===== src/hw/rtl/salloc_pkg.sv =====
// ----------------------------------------------------------------------------
// salloc_pkg
// Shared types and constants of the stack allocator with block headers.
// ----------------------------------------------------------------------------
package salloc_pkg;

    localparam int ADDR_W           = 32;
    localparam int SIZE_W           = 16;
    localparam int ALIGN_W          = 3;
    localparam int STATUS_W         = 3;
    localparam int OP_W             = 2;
    localparam int ADJ_W            = 8;
    localparam int CFG_IDX_W        = 2;
    localparam int MAX_BLOCKS_DEF   = 64;
    localparam int HEADER_BYTES_DEF = 16;
    localparam int MAX_ALIGN_LOG2   = 6;

    localparam logic [OP_W-1:0] OP_ALLOC = 2'd0;
    localparam logic [OP_W-1:0] OP_FREE  = 2'd1;
    localparam logic [OP_W-1:0] OP_CLEAR = 2'd2;

    localparam logic [STATUS_W-1:0] STS_OK      = 3'd0;
    localparam logic [STATUS_W-1:0] STS_ZERO    = 3'd1;
    localparam logic [STATUS_W-1:0] STS_NOROOM  = 3'd2;
    localparam logic [STATUS_W-1:0] STS_NOTTOP  = 3'd3;
    localparam logic [STATUS_W-1:0] STS_EMPTY   = 3'd4;
    localparam logic [STATUS_W-1:0] STS_FULL    = 3'd5;

    localparam logic [CFG_IDX_W-1:0] REG_POOL_BASE  = 2'd0;
    localparam logic [CFG_IDX_W-1:0] REG_POOL_SIZE  = 2'd1;
    localparam logic [CFG_IDX_W-1:0] REG_ALIGN_LOG2 = 2'd2;

    localparam logic [ALIGN_W-1:0] ALIGN_LOG2_RESET = 3'd3;
    localparam logic [SIZE_W-1:0]  POOL_SIZE_RESET  = 16'hFFFF;

    typedef enum logic [1:0] {
        S_IDLE,
        S_EXEC,
        S_POP
    } state_t;

    typedef struct packed {
        logic capture;
        logic rd;
        logic commit_exec;
        logic commit_pop;
    } cmd_t;

    typedef struct packed {
        logic out_busy;
        logic needs_pop;
    } sts_t;

endpackage


===== src/hw/rtl/salloc_ram.sv =====
// ----------------------------------------------------------------------------
// salloc_ram
// Generic single-write, single-read RAM with registered read data.
// ----------------------------------------------------------------------------
module salloc_ram #(
    parameter int WIDTH = 8,
    parameter int DEPTH = 64
) (
    input  logic                             aclk,
    input  logic                             we,
    input  logic [$clog2(DEPTH > 1 ? DEPTH : 2)-1:0] waddr,
    input  logic [WIDTH-1:0]                 wdata,
    input  logic                             re,
    input  logic [$clog2(DEPTH > 1 ? DEPTH : 2)-1:0] raddr,
    output logic [WIDTH-1:0]                 rdata
);

    logic [WIDTH-1:0] mem [DEPTH];
    logic [WIDTH-1:0] rdata_reg;

    always_ff @(posedge aclk) begin
        if (we) begin
            mem[waddr] <= wdata;
        end
        if (re) begin
            rdata_reg <= mem[raddr];
        end
    end

    assign rdata = rdata_reg;

endmodule


===== src/hw/rtl/salloc_ctrl.sv =====
// ----------------------------------------------------------------------------
// salloc_ctrl
// Operation sequencer: capture, execute, and header pop for frees.
// ----------------------------------------------------------------------------
module salloc_ctrl
    import salloc_pkg::*;
(
    input  logic   aclk,
    input  logic   aresetn,
    input  logic   s_valid,
    output logic   s_ready,
    input  sts_t   sts,
    output cmd_t   cmd
);

    state_t state_reg;
    state_t state_next;

    always_ff @(posedge aclk) begin
        if (!aresetn) begin
            state_reg <= S_IDLE;
        end else begin
            state_reg <= state_next;
        end
    end

    always_comb begin
        state_next = state_reg;
        case (state_reg)
            S_IDLE: begin
                if (s_valid) begin
                    state_next = S_EXEC;
                end
            end
            S_EXEC: begin
                if (sts.needs_pop) begin
                    state_next = S_POP;
                end else if (!sts.out_busy) begin
                    state_next = S_IDLE;
                end
            end
            S_POP: begin
                if (!sts.out_busy) begin
                    state_next = S_IDLE;
                end
            end
            default: begin
                state_next = S_IDLE;
            end
        endcase
    end

    always_comb begin
        cmd     = '0;
        s_ready = 1'b0;
        case (state_reg)
            S_IDLE: begin
                s_ready     = 1'b1;
                cmd.capture = s_valid;
            end
            S_EXEC: begin
                cmd.rd          = sts.needs_pop;
                cmd.commit_exec = !sts.needs_pop && !sts.out_busy;
            end
            S_POP: begin
                cmd.commit_pop = !sts.out_busy;
            end
            default: begin
                cmd = '0;
            end
        endcase
    end

endmodule


===== src/hw/rtl/salloc_dp.sv =====
// ----------------------------------------------------------------------------
// salloc_dp
// Datapath: configuration, allocator state, header stack and result register.
// ----------------------------------------------------------------------------
module salloc_dp
    import salloc_pkg::*;
#(
    parameter int MAX_BLOCKS   = MAX_BLOCKS_DEF,
    parameter int HEADER_BYTES = HEADER_BYTES_DEF,
    parameter int CNT_W        = $clog2(MAX_BLOCKS + 1)
) (
    input  logic                 aclk,
    input  logic                 aresetn,
    input  logic [OP_W-1:0]      s_operation,
    input  logic [SIZE_W-1:0]    s_request_size,
    input  logic [ADDR_W-1:0]    s_free_address,
    output logic                 m_valid,
    input  logic                 m_ready,
    output logic [STATUS_W-1:0]  m_status,
    output logic [ADDR_W-1:0]    m_block_address,
    output logic [SIZE_W-1:0]    m_used_bytes,
    output logic [CNT_W-1:0]     m_live_blocks,
    input  logic                 cfg_valid,
    output logic                 cfg_ready,
    input  logic [CFG_IDX_W-1:0] cfg_index,
    input  logic [ADDR_W-1:0]    cfg_data,
    input  cmd_t                 cmd,
    output sts_t                 sts
);

    localparam int AW    = $clog2(MAX_BLOCKS > 1 ? MAX_BLOCKS : 2);
    localparam int HDR_W = ADJ_W + ADDR_W;
    localparam int CALC_W = 9;
    localparam int SUM_W  = SIZE_W + 2;

    logic [ADDR_W-1:0]   base_reg;
    logic [SIZE_W-1:0]   psize_reg;
    logic [ALIGN_W-1:0]  alog_reg;
    logic [ADDR_W-1:0]   top_reg,    top_next;
    logic [ADDR_W-1:0]   newest_reg, newest_next;
    logic [SIZE_W-1:0]   used_reg,   used_next;
    logic [CNT_W-1:0]    count_reg,  count_next;
    logic [OP_W-1:0]     op_reg;
    logic [SIZE_W-1:0]   size_reg;
    logic [ADDR_W-1:0]   faddr_reg;
    logic                m_valid_reg;
    logic [STATUS_W-1:0] status_reg, status_next;
    logic [ADDR_W-1:0]   baddr_reg,  baddr_next;
    logic [SIZE_W-1:0]   oused_reg;
    logic [CNT_W-1:0]    olive_reg;

    logic [ALIGN_W-1:0]  lg;
    logic [CALC_W-1:0]   align, mask, mis, adj0, need, rnd, adj;
    logic [SUM_W-1:0]    need_bytes;
    logic [ADDR_W-1:0]   alloc_addr;
    logic                cfg_base_wr;
    logic                ram_we;
    logic [AW-1:0]       ram_waddr, ram_raddr;
    logic [HDR_W-1:0]    ram_wdata, ram_rdata;
    logic [ADJ_W-1:0]    pop_adj;
    logic [ADDR_W-1:0]   pop_prev;
    logic [CNT_W-1:0]    count_dec;

    assign cfg_ready   = 1'b1;
    assign cfg_base_wr = cfg_valid && (cfg_index == REG_POOL_BASE);

    always_comb begin
        lg   = (alog_reg > ALIGN_W'(MAX_ALIGN_LOG2)) ? ALIGN_W'(MAX_ALIGN_LOG2) : alog_reg;
        align = CALC_W'(1) << lg;
        mask = align - CALC_W'(1);
        mis  = CALC_W'(top_reg[MAX_ALIGN_LOG2-1:0]) & mask;
        adj0 = (mis != '0) ? (align - mis) : '0;
        need = CALC_W'(HEADER_BYTES) - adj0;
        rnd  = ((need + mask) >> lg) << lg;
        adj  = (adj0 < CALC_W'(HEADER_BYTES)) ? (adj0 + rnd) : adj0;
        need_bytes = SUM_W'(used_reg) + SUM_W'(adj) + SUM_W'(size_reg);
        alloc_addr = top_reg + ADDR_W'(adj);
    end

    assign count_dec = count_reg - CNT_W'(1);
    assign pop_adj   = ram_rdata[HDR_W-1:ADDR_W];
    assign pop_prev  = ram_rdata[ADDR_W-1:0];

    assign sts.needs_pop = (op_reg == OP_FREE) && (count_reg != '0) &&
                           (faddr_reg == newest_reg);
    assign sts.out_busy  = m_valid_reg && !m_ready;

    always_comb begin
        top_next    = top_reg;
        newest_next = newest_reg;
        used_next   = used_reg;
        count_next  = count_reg;
        status_next = STS_OK;
        baddr_next  = '0;
        ram_we      = 1'b0;
        case (op_reg)
            OP_ALLOC: begin
                if (size_reg == '0) begin
                    status_next = STS_ZERO;
                end else if (count_reg >= CNT_W'(MAX_BLOCKS)) begin
                    status_next = STS_FULL;
                end else if (need_bytes > SUM_W'(psize_reg)) begin
                    status_next = STS_NOROOM;
                end else begin
                    ram_we      = cmd.commit_exec;
                    newest_next = alloc_addr;
                    top_next    = alloc_addr + ADDR_W'(size_reg);
                    used_next   = need_bytes[SIZE_W-1:0];
                    count_next  = count_reg + CNT_W'(1);
                    baddr_next  = alloc_addr;
                end
            end
            OP_FREE: begin
                if (count_reg == '0) begin
                    status_next = STS_EMPTY;
                end else if (faddr_reg != newest_reg) begin
                    status_next = STS_NOTTOP;
                end
            end
            OP_CLEAR: begin
                top_next    = base_reg;
                newest_next = base_reg;
                used_next   = '0;
                count_next  = '0;
            end
            default: begin
                status_next = STS_OK;
            end
        endcase
        if (cmd.commit_pop) begin
            newest_next = pop_prev;
            used_next   = used_reg - SIZE_W'(top_reg - faddr_reg) - SIZE_W'(pop_adj);
            top_next    = faddr_reg - ADDR_W'(pop_adj);
            count_next  = count_dec;
            status_next = STS_OK;
            baddr_next  = '0;
        end
    end

    assign ram_waddr = count_reg[AW-1:0];
    assign ram_raddr = count_dec[AW-1:0];
    assign ram_wdata = {adj[ADJ_W-1:0], newest_reg};

    salloc_ram #(
        .WIDTH (HDR_W),
        .DEPTH (MAX_BLOCKS)
    ) u_hdr_ram (
        .aclk  (aclk),
        .we    (ram_we),
        .waddr (ram_waddr),
        .wdata (ram_wdata),
        .re    (cmd.rd),
        .raddr (ram_raddr),
        .rdata (ram_rdata)
    );

    always_ff @(posedge aclk) begin
        if (!aresetn) begin
            base_reg    <= '0;
            psize_reg   <= POOL_SIZE_RESET;
            alog_reg    <= ALIGN_LOG2_RESET;
            top_reg     <= '0;
            newest_reg  <= '0;
            used_reg    <= '0;
            count_reg   <= '0;
            m_valid_reg <= 1'b0;
        end else begin
            if (cfg_valid) begin
                case (cfg_index)
                    REG_POOL_BASE:  base_reg  <= cfg_data;
                    REG_POOL_SIZE:  psize_reg <= cfg_data[SIZE_W-1:0];
                    REG_ALIGN_LOG2: alog_reg  <= cfg_data[ALIGN_W-1:0];
                    default: begin
                    end
                endcase
            end
            if (cfg_base_wr) begin
                top_reg    <= cfg_data;
                newest_reg <= cfg_data;
                used_reg   <= '0;
                count_reg  <= '0;
            end else if (cmd.commit_exec || cmd.commit_pop) begin
                top_reg    <= top_next;
                newest_reg <= newest_next;
                used_reg   <= used_next;
                count_reg  <= count_next;
            end
            if (cmd.commit_exec || cmd.commit_pop) begin
                m_valid_reg <= 1'b1;
            end else if (m_ready) begin
                m_valid_reg <= 1'b0;
            end
        end
    end

    always_ff @(posedge aclk) begin
        if (cmd.capture) begin
            op_reg    <= s_operation;
            size_reg  <= s_request_size;
            faddr_reg <= s_free_address;
        end
        if (cmd.commit_exec || cmd.commit_pop) begin
            status_reg <= status_next;
            baddr_reg  <= baddr_next;
            oused_reg  <= used_next;
            olive_reg  <= count_next;
        end
    end

    assign m_valid         = m_valid_reg;
    assign m_status        = status_reg;
    assign m_block_address = baddr_reg;
    assign m_used_bytes    = oused_reg;
    assign m_live_blocks   = olive_reg;

endmodule


===== src/hw/rtl/stack_allocator_with_headers.sv =====
// ----------------------------------------------------------------------------
// stack_allocator_with_headers
// Last-in-first-out pool allocator that keeps a header per live block.
//
// Input channel s_*: one operation per transfer (allocate, free, clear).
// Result channel m_*: exactly one result per operation, in order.
// Configuration channel cfg_*: pool base, pool size, alignment; always ready.
// Writing the pool base also empties the allocator.
// Allocate, clear and failed frees are captured in the operation registers and
// then committed to the result register; a successful free adds a state for
// the registered read of the header stack RAM. One operation is in flight at
// a time: a new operation is not accepted until the last one has committed.
// A result waits in an output register; the next operation is accepted while
// it waits, and its commit is held until the receiver takes the earlier one.
// Reset empties the allocator, sets base 0, size 65535, alignment log2 3;
// the header stack needs no clearing since only pushed entries are read.
// ----------------------------------------------------------------------------
module stack_allocator_with_headers
    import salloc_pkg::*;
#(
    parameter int MAX_BLOCKS   = MAX_BLOCKS_DEF,
    parameter int HEADER_BYTES = HEADER_BYTES_DEF,
    parameter int CNT_W        = $clog2(MAX_BLOCKS + 1)
) (
    input  logic                 aclk,
    input  logic                 aresetn,
    input  logic                 s_valid,
    output logic                 s_ready,
    input  logic [OP_W-1:0]      s_operation,
    input  logic [SIZE_W-1:0]    s_request_size,
    input  logic [ADDR_W-1:0]    s_free_address,
    output logic                 m_valid,
    input  logic                 m_ready,
    output logic [STATUS_W-1:0]  m_status,
    output logic [ADDR_W-1:0]    m_block_address,
    output logic [SIZE_W-1:0]    m_used_bytes,
    output logic [CNT_W-1:0]     m_live_blocks,
    input  logic                 cfg_valid,
    output logic                 cfg_ready,
    input  logic [CFG_IDX_W-1:0] cfg_index,
    input  logic [ADDR_W-1:0]    cfg_data
);

    cmd_t cmd;
    sts_t sts;

    salloc_ctrl u_ctrl (
        .aclk    (aclk),
        .aresetn (aresetn),
        .s_valid (s_valid),
        .s_ready (s_ready),
        .sts     (sts),
        .cmd     (cmd)
    );

    salloc_dp #(
        .MAX_BLOCKS   (MAX_BLOCKS),
        .HEADER_BYTES (HEADER_BYTES),
        .CNT_W        (CNT_W)
    ) u_dp (
        .aclk            (aclk),
        .aresetn         (aresetn),
        .s_operation     (s_operation),
        .s_request_size  (s_request_size),
        .s_free_address  (s_free_address),
        .m_valid         (m_valid),
        .m_ready         (m_ready),
        .m_status        (m_status),
        .m_block_address (m_block_address),
        .m_used_bytes    (m_used_bytes),
        .m_live_blocks   (m_live_blocks),
        .cfg_valid       (cfg_valid),
        .cfg_ready       (cfg_ready),
        .cfg_index       (cfg_index),
        .cfg_data        (cfg_data),
        .cmd             (cmd),
        .sts             (sts)
    );

    a_live_bound: assert property (@(posedge aclk) disable iff (!aresetn)
        m_valid |-> (m_live_blocks <= CNT_W'(MAX_BLOCKS)))
        else $error("live block count above stack depth");

    a_addr_only_ok: assert property (@(posedge aclk) disable iff (!aresetn)
        (m_valid && (m_block_address != '0)) |-> (m_status == STS_OK))
        else $error("block address returned with failing status");

    a_busy_after_accept: assert property (@(posedge aclk) disable iff (!aresetn)
        (s_valid && s_ready) |=> !s_ready)
        else $error("second operation accepted while one is in flight");

    a_one_commit: assert property (@(posedge aclk) disable iff (!aresetn)
        !(cmd.commit_exec && cmd.commit_pop))
        else $error("two commits in one cycle");

endmodule

===== config.mk =====
export PLATFORM = sky130hd
export DESIGN_NAME = stack_allocator_with_headers
export DESIGN_NICKNAME = d
export VERILOG_FILES = /design/src/hw/rtl/salloc_pkg.sv /design/src/hw/rtl/salloc_ram.sv /design/src/hw/rtl/salloc_ctrl.sv /design/src/hw/rtl/salloc_dp.sv /design/src/hw/rtl/stack_allocator_with_headers.sv
export SDC_FILE = /design/constraint.sdc
export NUM_CORES = 2
export LEC_CHECK = 0
export BUFFER_PORTS_ARGS = -buffer_cell sky130_fd_sc_hd__buf_2
export CAP_MARGIN = 20
export CORE_MARGIN = 10
export CORE_UTILIZATION = 45
export CTS_CLUSTER_SIZE = 16
export DETAILED_ROUTE_END_ITERATION = 6
export SYNTH_ARGS = -nofsm -noshare
export SYNTH_HDL_FRONTEND = slang
export SYNTH_SLANG_ARGS = --single-unit

===== constraint.sdc =====
create_clock -name aclk -period 16.8 [get_ports aclk]
set_input_delay 0 -clock aclk [delete_from_list [all_inputs] [get_ports aclk]]
set_output_delay 0 -clock aclk [all_outputs]
set_load 0.03 [all_outputs]

==> results.toml <==
[worst_setup_path]
critPathMaxStageDelay_ns = 0.77
critical_path.startpoint_type = "flip-flop"
crit_slowest_cell = "or3_1"
crit_type = "reg2reg"
most_used_cell_cp = "ha_1"
cp-end-kind = "flip-flop"
worst_r2r_startpoint = "u_dp.alog_reg[2]$_SDFFE_PN0P_"
critical_path.startpoint = "u_dp.alog_reg[2]$_SDFFE_PN0P_"
worst-path-max-fanout = 67
cp.required_ns = 17.30
cp_data_arrival_time_ns = 14.33

[timing]
final_max_slew_viol_count = 0
grt_setup_unrepaired = "no"
final_critical_path_setup_slack_ns = 2.97
min_period_over_period_pct = 82.3
report.final.setup_viol = 0
timing.final.hold_violations = 0
worstMarginPinSlew_ns = 1.37
period_minus_slack_ns = 13.83
relSlewSlack_pct = 7.91
whs_ns = 0.0657
timing.fmax_mhz = 72.3
fin_setup_tns_ns = 0
final.setup_skew_ns = 0.0661

[power_and_ir_drop]
fin_total_pwr_mw = 16.6
power.share.switching_pct = 25.4
clkPwrFrac_pct = 38.6
pwr-share-comb_pct = 12.6
power_per_cell_area_nw_per_um2 = 124
pwr-share-seq_pct = 48.8
vdd.ir_drop.worst_mv = 0.0876
p_int_mw = 12.3
power_leakage_nw = 42.7
p_sw_mw = 4.21

[grt]
antenna_found_initial = 35
use_met2_pct = 35.5
grt_remaining_overflow = 0
grt_max_degree = 131
use_met1_pct = 35.4
grt.met3_usage_pct = 5.21
grt_pass1_vias = 61245
grtUsageTotal_pct = 24.0
grt_pass1_wl_um = 481000
global_route.peak_usage_layer = "met2"

[clocking]
clock_latency_ns = 0.88
clk_path_buf_depth = 4
cts.sinks = 2849
htree_num_levels = 5
cts_tree = "built"
root_buffer_master = "clkbuf_16"
cts_buffers = 304
clkSlewWorstSetupHoldPaths_ns = 0.06
post_cts_buffers = 0

[finish]
final_nets = 6747
post_route_cells_drive_above_1_share_pct = 25.3
utilization_pct = 51.9
largest_reg_flops = 2560
area_growth_pct = 14.5
fillCellCount = 20205

[synthesis]
synth.avg_cell_area_um2 = 19.4
synth.top_cell.area_share_pct = 69.7
syn-cell-area_um2 = 117000
synth.largest_area_cell = "edfxtp_1"
ys_top_cells_by_area = "edfxtp_1 (70%), mux4_2 (15%), dfxtp_1 (2.4%)"
asyncSetResetFlopFracSynth_pct = 0
synthesis.yosys.warnings = 0
top_flip_flop_cell_by_instance_count_after_synthesis = "edfxtp_1"
postSynthRegisterBits = 2849
ys_seq_area_share_pct = 72.2
ys_types = 99
synth_cells = 6017
number_of_enable_flip_flop_cells_after_synthesis = 2708

[job]
drv_cap = 0

[status]
status = "complete, no violations"

[worst_hold_path]
min-delay-path-class = "in2reg"
hp-start = "cfg_data[26]"

[floorplanning]
ios = 150
initial_utilization_pct = 45.3
floorplan.die_area_um2 = 280000
fp.dieH_um = 529
placement_rows = 186
floorplan.core_area_um2 = 257000
die_width_um = 529

[place]
routabilityCongestion = 0.935
quantity_of_i_o_buffers_inserted_on_ports = 148
detailedPlace.worstSlack_ns = 3.26
dp.final_hpwl_um = 213000

[detailed_routing]
detail_route.first_pass.iterations = 6
remaining_drc_errors = 0
detail_route.wl_per_cell_um = 33.9
via_per_inst = 6.22
drt_iter0_markers = 9060
routed-via-count = 62934
totalWireLength_um = 343000
antenna_violating_nets_post_route = 0
[layout by cell type (no fill, tap or decap), types with 122 or more instances in the layout]
cell type,count
inv_1,122
nand2_1,312
edfxtp_1,2708
buf_2,148
mux4_2,800
clkbuf_16,308
dlygate4sd3_1,166
a21oi_1,170
nor2_1,151
buf_4,177
ha_1,128
[synth_stat cells (22+ instances only)]
cell / instances
a211oi_1: 71
a21boi_0: 39
a21o_1: 37
a21oi_1: 171
a31oi_1: 59
and2_1: 64
buf_1: 63
clkbuf_1: 241
dfxtp_1: 141
edfxtp_1: 2708
fa_1: 31
ha_1: 129
inv_1: 122
mux4_2: 800
nand2_1: 312
nand2b_1: 22
nand3_1: 60
nand4_1: 28
nor2_1: 216
nor3_1: 40
o211ai_1: 38
o21a_1: 28
o21ai_0: 111
xnor2_1: 113
xor2_1: 45
[metal layers]
layer	vias to the layer above	share of wire, %	wire, um
met3	587	10	34700
met1	33226	41	141000
li1	25625	-	-
met2	3490	44	152000
met4	6	4.3	14800
met5	-	0.011	38
[path summary, 6_finish.rpt]
kind | endpoint | slack (ns) | depth (start not counted)
max | u_dp.u_hdr_ram.mem[5][17]$_DFFE_PP_ | 2.97 | 47
min | u_dp.base_reg[26]$_SDFFE_PN0P_ | 0.07 | 4
max reg2reg | u_dp.u_hdr_ram.mem[5][17]$_DFFE_PP_ | 2.97 | 47
min reg2reg | u_dp.base_reg[27]$_SDFFE_PN0P_ | 0.47 | 2
[power by group through the flow]
stage	registers, mW	logic (mW)	clock network, mW
floorplan	8.27	1.12	0
global placement	8.23	1.99	0
detailed placement	8.23	2.02	0
CTS	8.08	2.06	6.50
global route	8.08	2.19	6.78
finish	8.08	2.09	6.38
[area by class of cell]
type                            count  area (um2)  share of cell area [%]
Antenna cell                        6        15.0                  0.0112
Clock buffer                      368        7950                    5.96
Clock inverter                    164        1370                    1.03
Inverter                          123         462                   0.346
Multi-Input combinational cell   2722       31400                    23.5
Sequential cell                  2849       84200                    63.0
Tap cell                         3384        4230                    3.17
Timing Repair Buffer              498        3870                    2.90
[cell families after synthesis]
group | share of synthesized area (%)
multiplexers | 15.7
AO/OA/AOI/OAI | 4.00
adder cells (fa/ha/maj) | 1.92
AND/OR/NAND/NOR | 3.57
flip-flops | 72.2
other | 0.00644
XOR/XNOR | 1.20
buffers and inverters | 1.47
[metrics by stage]
stage | instance area (um2) | std cells
6_report | 134000 | 10114
5_1_grt | 134000 | 10109
4_1_cts | 134000 | 10108
3_5_place_dp | 123000 | 9410
3_3_place_gp | 123000 | 9410
2_1_floorplan | 117000 | 6020
[critical path, delay by kind of cell (launching register included)]
family                   cells  cell delay, ns
AO/OA/AOI/OAI               13            2.99
adder cells (fa/ha/maj)      7            2.38
buffers and inverters        4            1.26
AND/OR/NAND/NOR             19            5.05
flip-flops                   1            0.67
XOR/XNOR                     4            1.01
[what timing repair did]
action	4_1_cts	5_1_grt
hold endpoints to repair	218	0
endpoints found under the setup margin	0	0
resized for setup	0	0
hold buffers	166	0
Note: power is estimated with default switching activity, not from simulation.
